## src/hw/rtl/bcgm_pkg.sv

```systemverilog
// ============================================================================
// Border crossing gesture matcher - shared definitions
// Types, sizes and codes used by the classifier, history ring, step checker
// and the top-level sequencer.
// ============================================================================
package bcgm_pkg;

    // Sizes
    localparam int HISTORY_DEPTH = 12;
    localparam int NUM_RULES     = 8;
    localparam int RULE_REGS     = 8;
    localparam int SLOT_W        = 4;
    localparam int SLOT_SUM_W    = SLOT_W + 1;
    localparam int RULE_IDX_W    = (NUM_RULES > 1) ? $clog2(NUM_RULES) : 1;
    localparam int CFG_INDEX_W   = 4;
    localparam int LEN_W         = 4;
    localparam int TIME_W        = 32;
    localparam int RULE_W        = 61;
    localparam int MASK_W        = 8;
    localparam int DIFF_W        = 18;
    localparam int COORD_W       = 16;
    localparam int SIZE_W        = 15;

    // Side codes
    typedef enum logic [1:0] {
        SIDE_TOP    = 2'd0,
        SIDE_BOTTOM = 2'd1,
        SIDE_RIGHT  = 2'd2,
        SIDE_LEFT   = 2'd3
    } side_t;

    // Direction codes
    typedef enum logic {
        DIR_IN  = 1'b0,
        DIR_OUT = 1'b1
    } dir_t;

    // Packed gesture rule, same bit layout as the register
    typedef struct packed {
        logic [TIME_W-1:0] timeout;
        logic              dir;
        logic [LEN_W-1:0]  len;
        logic [23:0]       sides;
    } rule_t;

    // Input request
    typedef struct packed {
        logic signed [COORD_W-1:0] pointer_x;
        logic signed [COORD_W-1:0] pointer_y;
        logic signed [COORD_W-1:0] win_left;
        logic signed [COORD_W-1:0] win_top;
        logic        [SIZE_W-1:0]  win_width;
        logic        [SIZE_W-1:0]  win_height;
        logic                      is_enter;
        logic        [TIME_W-1:0]  event_time;
    } crossing_t;

    // Result request
    typedef struct packed {
        logic [1:0]        crossed_side;
        logic [MASK_W-1:0] matched_rules;
        logic              any_match;
    } result_t;

    // One history ring entry
    typedef struct packed {
        logic              valid;
        logic [1:0]        side;
        logic              dir;
        logic [TIME_W-1:0] stamp;
    } hist_entry_t;

    // Verdict of one walk step
    typedef struct packed {
        logic pass;
        logic last;
    } step_result_t;

    // Sequencer states
    typedef enum logic [2:0] {
        ST_IDLE,
        ST_RECORD,
        ST_RULE,
        ST_WALK,
        ST_FINISH
    } seq_state_t;

endpackage

```

## src/hw/rtl/bcgm_classify.sv

```systemverilog
// ============================================================================
// Crossing side classifier
// Registers the pointer offset from the window center, then picks the side
// by comparing |dy| against |dx|.
// ============================================================================
module bcgm_classify (
    input  logic                clk,
    input  logic                load,
    input  bcgm_pkg::crossing_t crossing,
    output bcgm_pkg::side_t     side
);

    logic signed [bcgm_pkg::DIFF_W-1:0] mid_x;
    logic signed [bcgm_pkg::DIFF_W-1:0] mid_y;
    logic signed [bcgm_pkg::DIFF_W-1:0] dx_reg;
    logic signed [bcgm_pkg::DIFF_W-1:0] dy_reg;
    logic        [bcgm_pkg::DIFF_W-1:0] abs_x;
    logic        [bcgm_pkg::DIFF_W-1:0] abs_y;

    // Window center, half sizes rounded down
    assign mid_x = bcgm_pkg::DIFF_W'(crossing.win_left)
                 + $signed(bcgm_pkg::DIFF_W'(crossing.win_width >> 1));
    assign mid_y = bcgm_pkg::DIFF_W'(crossing.win_top)
                 + $signed(bcgm_pkg::DIFF_W'(crossing.win_height >> 1));

    // Capture the offset when a request is taken
    always_ff @(posedge clk)
    begin
        if (load)
        begin
            dx_reg <= bcgm_pkg::DIFF_W'(crossing.pointer_x) - mid_x;
            dy_reg <= bcgm_pkg::DIFF_W'(crossing.pointer_y) - mid_y;
        end
    end

    assign abs_x = dx_reg[bcgm_pkg::DIFF_W-1] ? bcgm_pkg::DIFF_W'(-dx_reg)
                                              : bcgm_pkg::DIFF_W'(dx_reg);
    assign abs_y = dy_reg[bcgm_pkg::DIFF_W-1] ? bcgm_pkg::DIFF_W'(-dy_reg)
                                              : bcgm_pkg::DIFF_W'(dy_reg);

    // Zero dx counts as right; steep goes top or bottom, shallow left or right
    always_comb
    begin
        if (dx_reg == '0)
            side = bcgm_pkg::SIDE_RIGHT;
        else if (abs_y > abs_x)
            side = dy_reg[bcgm_pkg::DIFF_W-1] ? bcgm_pkg::SIDE_TOP : bcgm_pkg::SIDE_BOTTOM;
        else
            side = dx_reg[bcgm_pkg::DIFF_W-1] ? bcgm_pkg::SIDE_LEFT : bcgm_pkg::SIDE_RIGHT;
    end

endmodule

```

## src/hw/rtl/bcgm_history.sv

```systemverilog
// ============================================================================
// Crossing history ring
// Holds side, direction and time of the latest crossings; one write port and
// one read port. Entries read as invalid until first written.
// ============================================================================
module bcgm_history (
    input  logic                          clk,
    input  logic                          rst_n,
    input  logic                          wr_en,
    input  logic [bcgm_pkg::SLOT_W-1:0]   wr_slot,
    input  bcgm_pkg::hist_entry_t         wr_entry,
    input  logic [bcgm_pkg::SLOT_W-1:0]   rd_slot,
    output bcgm_pkg::hist_entry_t         rd_entry
);

    logic [bcgm_pkg::HISTORY_DEPTH-1:0] valid_reg;
    logic [1:0]                         side_reg  [bcgm_pkg::HISTORY_DEPTH];
    logic                               dir_reg   [bcgm_pkg::HISTORY_DEPTH];
    logic [bcgm_pkg::TIME_W-1:0]        stamp_reg [bcgm_pkg::HISTORY_DEPTH];

    // Valid bits clear at reset
    always_ff @(posedge clk or negedge rst_n)
    begin
        if (!rst_n)
            valid_reg <= '0;
        else if (wr_en)
            valid_reg[wr_slot] <= wr_entry.valid;
    end

    // Entry payload
    always_ff @(posedge clk)
    begin
        if (wr_en)
        begin
            side_reg[wr_slot]  <= wr_entry.side;
            dir_reg[wr_slot]   <= wr_entry.dir;
            stamp_reg[wr_slot] <= wr_entry.stamp;
        end
    end

    assign rd_entry.valid = valid_reg[rd_slot];
    assign rd_entry.side  = side_reg[rd_slot];
    assign rd_entry.dir   = dir_reg[rd_slot];
    assign rd_entry.stamp = stamp_reg[rd_slot];

endmodule

```

## src/hw/rtl/bcgm_step_check.sv

```systemverilog
// ============================================================================
// Rule step checker
// Shared compare unit: checks one history entry against one step of a rule
// (side, direction of the oldest step, gap against the timeout).
// ============================================================================
module bcgm_step_check (
    input  bcgm_pkg::rule_t               rule,
    input  logic [bcgm_pkg::LEN_W-1:0]    step,
    input  bcgm_pkg::hist_entry_t         entry,
    input  logic [bcgm_pkg::TIME_W-1:0]   prev_stamp,
    output bcgm_pkg::step_result_t        verdict
);

    logic [1:0]                  want_side;
    logic [bcgm_pkg::TIME_W-1:0] gap;
    logic                        side_ok;
    logic                        dir_ok;
    logic                        gap_ok;
    logic                        first;

    assign first     = (step == '0);
    assign want_side = rule.sides[{step, 1'b0} +: 2];

    // Gap wraps modulo the timestamp width
    assign gap     = entry.stamp - prev_stamp;
    assign side_ok = entry.valid && (entry.side == want_side);
    assign dir_ok  = !first || (entry.dir == rule.dir);
    assign gap_ok  = first || (rule.timeout == '0) || !(rule.timeout < gap);

    assign verdict.pass = side_ok && dir_ok && gap_ok;
    assign verdict.last = ((step + bcgm_pkg::LEN_W'(1)) == rule.len);

endmodule

```

## src/hw/rtl/border_crossing_gesture_matcher.sv

```systemverilog
// ============================================================================
// Border crossing gesture matcher
// Classifies each pointer crossing, records it in a history ring and walks
// every rule over the newest crossings to build the mask of matched rules.
// ----------------------------------------------------------------------------
//   channel   | signals                               | moves
//   crossing  | crossing_valid/ready, crossing        | one pointer crossing
//   result    | result_valid/ready, result            | side and rule mask
//   cfg       | cfg_valid/ready, cfg_index, cfg_data  | one rule register write
//
// Each item is recorded in the history ring, then the shared step checker walks
// each rule over its history slots, oldest first; a walk ends at its first failing
// step or its last step, and a disabled or overlong rule walks none.
// crossing_ready is high only while the sequencer is idle.
// The result sits in an output register; a stalled result holds the next
// item in the finish state until the register frees up.
// Reset clears rules, history valid bits, the write slot and all control.
// ============================================================================
module border_crossing_gesture_matcher (
    input  logic                               clk,
    input  logic                               rst_n,
    input  logic                               crossing_valid,
    output logic                               crossing_ready,
    input  bcgm_pkg::crossing_t                crossing,
    output logic                               result_valid,
    input  logic                               result_ready,
    output bcgm_pkg::result_t                  result,
    input  logic                               cfg_valid,
    output logic                               cfg_ready,
    input  logic [bcgm_pkg::CFG_INDEX_W-1:0]   cfg_index,
    input  logic [bcgm_pkg::RULE_W-1:0]        cfg_data
);

    bcgm_pkg::seq_state_t               state_reg, state_next;
    bcgm_pkg::rule_t                    rule_reg [bcgm_pkg::RULE_REGS];
    bcgm_pkg::rule_t                    cur_rule;
    logic [bcgm_pkg::RULE_IDX_W-1:0]    ridx_reg, ridx_next;
    logic [bcgm_pkg::LEN_W-1:0]         step_reg, step_next;
    logic [bcgm_pkg::SLOT_W-1:0]        pos_reg, pos_next;
    logic [bcgm_pkg::SLOT_W-1:0]        slot_reg, slot_next;
    logic [bcgm_pkg::TIME_W-1:0]        prev_reg, prev_next;
    logic [bcgm_pkg::NUM_RULES-1:0]     mask_reg, mask_next;
    logic                               enter_reg;
    logic [bcgm_pkg::TIME_W-1:0]        time_reg;
    logic [1:0]                         side_reg, side_next;
    bcgm_pkg::result_t                  result_reg, result_next;
    logic                               result_valid_reg, result_valid_next;
    logic                               take;
    logic                               hist_wr;
    logic [bcgm_pkg::SLOT_SUM_W-1:0]    start_sum;
    logic [bcgm_pkg::SLOT_W-1:0]        start_slot;
    bcgm_pkg::side_t                    side;
    bcgm_pkg::hist_entry_t              wr_entry;
    bcgm_pkg::hist_entry_t              rd_entry;
    bcgm_pkg::step_result_t             verdict;

    assign take           = crossing_valid && crossing_ready;
    assign crossing_ready = (state_reg == bcgm_pkg::ST_IDLE);
    assign cfg_ready      = 1'b1;
    assign result_valid   = result_valid_reg;
    assign result         = result_reg;
    assign cur_rule       = rule_reg[ridx_reg];

    // Rule registers, indexes beyond the list are dropped
    always_ff @(posedge clk or negedge rst_n)
    begin
        if (!rst_n)
        begin
            for (int i = 0; i < bcgm_pkg::RULE_REGS; i++)
                rule_reg[i] <= '0;
        end
        else if (cfg_valid && (cfg_index < bcgm_pkg::CFG_INDEX_W'(bcgm_pkg::RULE_REGS)))
        begin
            rule_reg[cfg_index[bcgm_pkg::RULE_IDX_W-1:0]] <= cfg_data;
        end
    end

    // Hold the fields the walk needs after the request is taken
    always_ff @(posedge clk)
    begin
        if (take)
        begin
            enter_reg <= crossing.is_enter;
            time_reg  <= crossing.event_time;
        end
    end

    bcgm_classify u_classify (
        .clk      (clk),
        .load     (take),
        .crossing (crossing),
        .side     (side)
    );

    assign hist_wr        = (state_reg == bcgm_pkg::ST_RECORD);
    assign wr_entry.valid = 1'b1;
    assign wr_entry.side  = side;
    assign wr_entry.dir   = enter_reg ? bcgm_pkg::DIR_IN : bcgm_pkg::DIR_OUT;
    assign wr_entry.stamp = time_reg;

    bcgm_history u_history (
        .clk      (clk),
        .rst_n    (rst_n),
        .wr_en    (hist_wr),
        .wr_slot  (slot_reg),
        .wr_entry (wr_entry),
        .rd_slot  (pos_reg),
        .rd_entry (rd_entry)
    );

    bcgm_step_check u_step_check (
        .rule       (cur_rule),
        .step       (step_reg),
        .entry      (rd_entry),
        .prev_stamp (prev_reg),
        .verdict    (verdict)
    );

    // Oldest slot of the current rule's window
    assign start_sum  = bcgm_pkg::SLOT_SUM_W'(slot_reg)
                      + bcgm_pkg::SLOT_SUM_W'(bcgm_pkg::HISTORY_DEPTH + 1)
                      - bcgm_pkg::SLOT_SUM_W'(cur_rule.len);
    assign start_slot = (start_sum >= bcgm_pkg::SLOT_SUM_W'(bcgm_pkg::HISTORY_DEPTH))
                      ? bcgm_pkg::SLOT_W'(start_sum
                                          - bcgm_pkg::SLOT_SUM_W'(bcgm_pkg::HISTORY_DEPTH))
                      : bcgm_pkg::SLOT_W'(start_sum);

    // State and control registers
    always_ff @(posedge clk or negedge rst_n)
    begin
        if (!rst_n)
        begin
            state_reg        <= bcgm_pkg::ST_IDLE;
            slot_reg         <= '0;
            result_valid_reg <= 1'b0;
        end
        else
        begin
            state_reg        <= state_next;
            slot_reg         <= slot_next;
            result_valid_reg <= result_valid_next;
        end
    end

    // Walk registers
    always_ff @(posedge clk)
    begin
        ridx_reg   <= ridx_next;
        step_reg   <= step_next;
        pos_reg    <= pos_next;
        prev_reg   <= prev_next;
        mask_reg   <= mask_next;
        side_reg   <= side_next;
        result_reg <= result_next;
    end

    // Sequencer: record, then walk each rule step by step
    always_comb
    begin
        state_next        = state_reg;
        slot_next         = slot_reg;
        ridx_next         = ridx_reg;
        step_next         = step_reg;
        pos_next          = pos_reg;
        prev_next         = prev_reg;
        mask_next         = mask_reg;
        side_next         = side_reg;
        result_next       = result_reg;
        result_valid_next = result_valid_reg;

        // Drop the result once taken
        if (result_valid_reg && result_ready)
            result_valid_next = 1'b0;

        unique case (state_reg)
            bcgm_pkg::ST_IDLE:
            begin
                if (take)
                begin
                    mask_next  = '0;
                    ridx_next  = '0;
                    state_next = bcgm_pkg::ST_RECORD;
                end
            end

            bcgm_pkg::ST_RECORD:
            begin
                side_next  = side;
                state_next = bcgm_pkg::ST_RULE;
            end

            bcgm_pkg::ST_RULE:
            begin
                step_next = '0;
                pos_next  = start_slot;
                if ((cur_rule.len != '0)
                    && (cur_rule.len <= bcgm_pkg::LEN_W'(bcgm_pkg::HISTORY_DEPTH)))
                    state_next = bcgm_pkg::ST_WALK;
                else if (ridx_reg == bcgm_pkg::RULE_IDX_W'(bcgm_pkg::NUM_RULES - 1))
                    state_next = bcgm_pkg::ST_FINISH;
                else
                    ridx_next = ridx_reg + bcgm_pkg::RULE_IDX_W'(1);
            end

            bcgm_pkg::ST_WALK:
            begin
                if (verdict.pass && !verdict.last)
                begin
                    step_next = step_reg + bcgm_pkg::LEN_W'(1);
                    prev_next = rd_entry.stamp;
                    pos_next  = (pos_reg == bcgm_pkg::SLOT_W'(bcgm_pkg::HISTORY_DEPTH - 1))
                              ? '0 : pos_reg + bcgm_pkg::SLOT_W'(1);
                end
                else
                begin
                    if (verdict.pass)
                        mask_next[ridx_reg] = 1'b1;
                    if (ridx_reg == bcgm_pkg::RULE_IDX_W'(bcgm_pkg::NUM_RULES - 1))
                        state_next = bcgm_pkg::ST_FINISH;
                    else
                    begin
                        ridx_next  = ridx_reg + bcgm_pkg::RULE_IDX_W'(1);
                        state_next = bcgm_pkg::ST_RULE;
                    end
                end
            end

            bcgm_pkg::ST_FINISH:
            begin
                // Wait for the output register to free up
                if (!result_valid_reg || result_ready)
                begin
                    result_next.crossed_side  = side_reg;
                    result_next.matched_rules = bcgm_pkg::MASK_W'(mask_reg);
                    result_next.any_match     = (mask_reg != '0);
                    result_valid_next         = 1'b1;
                    slot_next  = (slot_reg == bcgm_pkg::SLOT_W'(bcgm_pkg::HISTORY_DEPTH - 1))
                               ? '0 : slot_reg + bcgm_pkg::SLOT_W'(1);
                    state_next = bcgm_pkg::ST_IDLE;
                end
            end

            default:
            begin
                state_next = bcgm_pkg::ST_IDLE;
            end
        endcase
    end

endmodule

```

## config.mk

```make
export PLATFORM = sky130hd
export DESIGN_NAME = border_crossing_gesture_matcher
export DESIGN_NICKNAME = d
export VERILOG_FILES = /design/src/hw/rtl/bcgm_pkg.sv /design/src/hw/rtl/bcgm_classify.sv /design/src/hw/rtl/bcgm_history.sv /design/src/hw/rtl/bcgm_step_check.sv /design/src/hw/rtl/border_crossing_gesture_matcher.sv
export SDC_FILE = /design/constraint.sdc
export NUM_CORES = 2
export LEC_CHECK = 0
export BUFFER_PORTS_ARGS = -buffer_cell sky130_fd_sc_hd__buf_2
export CAP_MARGIN = 0
export CORE_ASPECT_RATIO = 1.75
export CORE_MARGIN = 8
export CORE_UTILIZATION = 50
export CTS_CLUSTER_SIZE = 20
export DETAILED_ROUTE_END_ITERATION = 6
export GPL_ROUTABILITY_DRIVEN = 0
export PLACE_DENSITY = 0.67
export SLEW_MARGIN = 10
export SYNTH_ARGS = -nofsm -noshare
export SYNTH_HDL_FRONTEND = slang
export SYNTH_HIERARCHICAL = 1
export SYNTH_SLANG_ARGS = --single-unit
export TNS_END_PERCENT = 10
```

## constraint.sdc

```tcl
create_clock -name clk -period 7.3 [get_ports clk]
set_clock_uncertainty 0.15 [all_clocks]
set_input_delay 1.095 -clock clk [delete_from_list [all_inputs] [get_ports clk]]
set_output_delay 1.095 -clock clk [all_outputs]
set_load 0.01 [all_outputs]
```

==> impl_metrics.csv <==
group,metric,value,unit
status,status,"complete, no violations",
drt,routedWlPerCell,23.1,µm
layout,drive_gt1_share,28.9,%
clock_tree,cts_buffers,93,
drt,drtIter0Drc,1688,
drt,drc,0,
timing,slew_headroom,21.8,%
worst_hold_path,hp-class,"reg -> reg",
clock_tree,path_clk_slew,0.06,ns
clock_tree,clock-sinks,1061,
logic_synthesis,ys_seq_area_share,60.0,%
global_routing,grt_pass1_vias,30904,
die,row_count,151,
timing,post-route-period-util,93.9,%
die,die_w,252,µm
placed_design,postPlaceCellArea,51500,µm²
clock_tree,cts_tree,"built",
worst_setup_path,r2r-end,"step_reg[2]",
power,power.leakage,21.7,nW
clock_tree,root_buffer,"clkbuf_16",
worst_setup_path,crit_type,"reg -> reg",
global_routing,grt_max_degree,183,
worst_setup_path,cp_max_fo,25,
drt,drtAntennaViolNets,0,
run,max_cap_violations,0,
clock_tree,cts_max_level,3,
die,fp.dieH,429,µm
clock_tree,clk_latency,0.70,ns
clock_tree,cts_resized,0,
layout,post-route-cell-area,54700,µm²
logic_synthesis,yosysWarnings,6,
layout,largest_register_ffs,488,
worst_setup_path,rrSetupSlack,0.45,ns
drt,drt-pass1-iter-count,5,
logic_synthesis,synthFlopType,"edfxtp_1",
global_routing,overflow,0,
die,core,96700,µm²
placed_design,portBuffers,207,
die,die-area,108000,µm²
logic_synthesis,async_reset_ff_share,47.9,%
clock_tree,cts_hold_buf,0,
die,io_pins,211,
worst_setup_path,worst_ep_arrival_time,7.01,ns
worst_setup_path,critPathCaptureType,"flop",
worst_setup_path,rr_worst_depth,20,
drt,via_count,28923,
layout,fillCellCount,7783,
worst_setup_path,worstSetupStartpointType,"flop",
layout,area_growth,12.0,%
worst_setup_path,worstPathRequired,7.46,ns
timing,finalSetupViolCount,0,
placed_design,place_inst,4738,
placed_design,dp_hpwl,73200,µm
timing,tightest_slew,1.17,ns
clock_tree,postCtsSetupBuffers,0,
global_routing,grt_usage,20.8,%
power,ir_drop,203,µV
layout,nNetsFinal,3896,
worst_setup_path,startpoint,"pos_reg[2]",
timing,final-max-slew-violation-count,0,
worst_setup_path,endpoint,"step_reg[2]",
logic_synthesis,syn_area_per_cell,14.7,µm²
logic_synthesis,synth_enable_flop_cells,553,
drt,drt-total-wl,113000,µm
logic_synthesis,synth_cell_types,82,
timing,setup_tns,0,ns
die,initial_core_util,50.5,%
worst_setup_path,r2r-start,"pos_reg[2]",
timing,hold_viol_final,0,
global_routing,antenna_found_initial,8,
timing,post-route-min-period,6.85,ns
logic_synthesis,syn_inst,3332,
logic_synthesis,syn-cell-area,48800,µm²
drt,viasPerCell,5.89,
power,p_per_area,389,nW/µm²
global_routing,grt_pass1_wl,177000,µm
layout,final_cells,4907,
logic_synthesis,synth_seq_cells,1061,
timing,rsz0062_at_grt,"false",
clock_tree,clk_path_buf_depth,3,
worst_hold_path,whs_path_depth,0,
timing,fmax,146,MHz
[metal layers]
metal	vias up	part of all wire, %	track usage (%)	wire length [µm]
li1	13139	-	-	-
met1	14994	39	24.1	44400
met2	601	54	39.1	61600
met3	181	3.8	3.12	4310
met4	8	2.5	6.60	2880
met5	-	0.050	0	57
[layout make-up]
type,count,area [µm²],area share [%]
Sequential cell,1061,29300,53.6
Multi-Input combinational cell,1956,18300,33.5
Clock buffer,118,2530,4.62
Timing Repair Buffer,277,1720,3.15
Tap cell,1300,1630,2.98
Clock inverter,48,603,1.10
Inverter,144,541,0.989
Antenna cell,3,7.51,0.0137
[synth_stat cells (14+ instances only)]
cell type / n / area, µm²
ha_1: 136 / 1700
nor4_1: 14 / 87.6
xnor2_1: 50 / 438
nand4_1: 42 / 263
inv_1: 144 / 541
mux2_1: 16 / 180
dfrtp_1: 508 / 12700
nand3_1: 45 / 225
a221oi_1: 26 / 228
nor3_1: 29 / 145
a211oi_1: 15 / 113
a22o_1: 24 / 210
mux2_2: 495 / 5570
a21oi_1: 94 / 470
edfxtp_1: 553 / 16600
nand2b_1: 21 / 131
mux2i_1: 83 / 831
mux4_2: 86 / 1940
buf_2: 68 / 340
a21o_1: 24 / 180
o21a_1: 17 / 128
fa_1: 30 / 601
xor2_1: 46 / 403
nand2_1: 91 / 342
clkbuf_1: 75 / 282
and3_1: 17 / 106
o221ai_1: 35 / 307
or3_1: 15 / 93.8
o21ai_0: 54 / 270
a22oi_1: 196 / 1470
nor2_1: 88 / 330
[where the power goes]
part	switching [W]	total (W)	internal, W
Sequential	0.000598	0.00791	0.00731
Clock	0.00218	0.00506	0.00288
Combinational	0.00477	0.00830	0.00353
[logic make-up (layout without fill, tap and decap cells)]
logic type | after synthesis | count (layout) | synth area share, %
other | 1 | 7 | 0.00768
muxes | 684 | 684 | 17.7
AOI/OAI and AO/OA | 585 | 585 | 8.60
adders and majority gates | 166 | 166 | 4.71
and+or+nand+nor | 421 | 421 | 4.46
DFF | 1061 | 1061 | 60.0
buffers and inverters | 318 | 587 | 2.80
xor gates and xnor gates | 96 | 96 | 1.72
[worst max-delay path, stage by stage, from the launching register on]
cell      delay (ns)
edfxtp_1        0.82
buf_4           0.46
mux4_2          0.36
a22oi_1         0.19
o221ai_1        0.25
ha_1            0.51
a21oi_1         0.15
o21ai_0         0.48
o21bai_1        0.29
o31ai_1         0.16
xor2_1          0.17
ha_1            0.33
and4_1          0.23
a221oi_1        0.14
o211ai_1        0.14
nand4_1         0.12
a21oi_1         0.33
buf_4           0.20
nor2b_1         0.16
inv_1           0.10
a21oi_1         0.71
[cells in the final DEF (no fill, tap or decap), types with 83 or more instances in the layout]
cell	n
edfxtp_1	553
dfrtp_1	508
mux2_2	495
buf_2	206
a22oi_1	196
inv_1	144
ha_1	136
a21oi_1	94
clkbuf_16	94
nand2_1	90
mux4_2	86
mux2i_1	83
[metrics by stage]
step	total power, W	util, %	hold WS (ns)	setup slack (ns)
3_5_place_dp	0.0164	53.3	0.259	0.496
3_3_place_gp	0.0162	53.3	0.252	0.489
5_1_grt	0.0226	56.5	0.282	0.0741
6_report	0.0213	56.5	0.272	0.446
2_1_floorplan	0.0138	-	0.250	0.790
4_1_cts	0.0214	56.5	0.274	0.451
[how the worst min path moves through the flow]
| stage | startpoint | slack, ns | end |
|---|---|---|---|
| finish | side_reg[0] | 0.27 | result[9] |
| global route | side_reg[0] | 0.28 | result[9] |
| CTS | side_reg[0] | 0.27 | result[9] |
| detailed placement | side_reg[0] | 0.26 | result[9] |
| global placement | side_reg[1] | 0.25 | result[10] |
| floorplan | side_reg[1] | 0.25 | result[10] |
(Power assumes the default switching activity.)
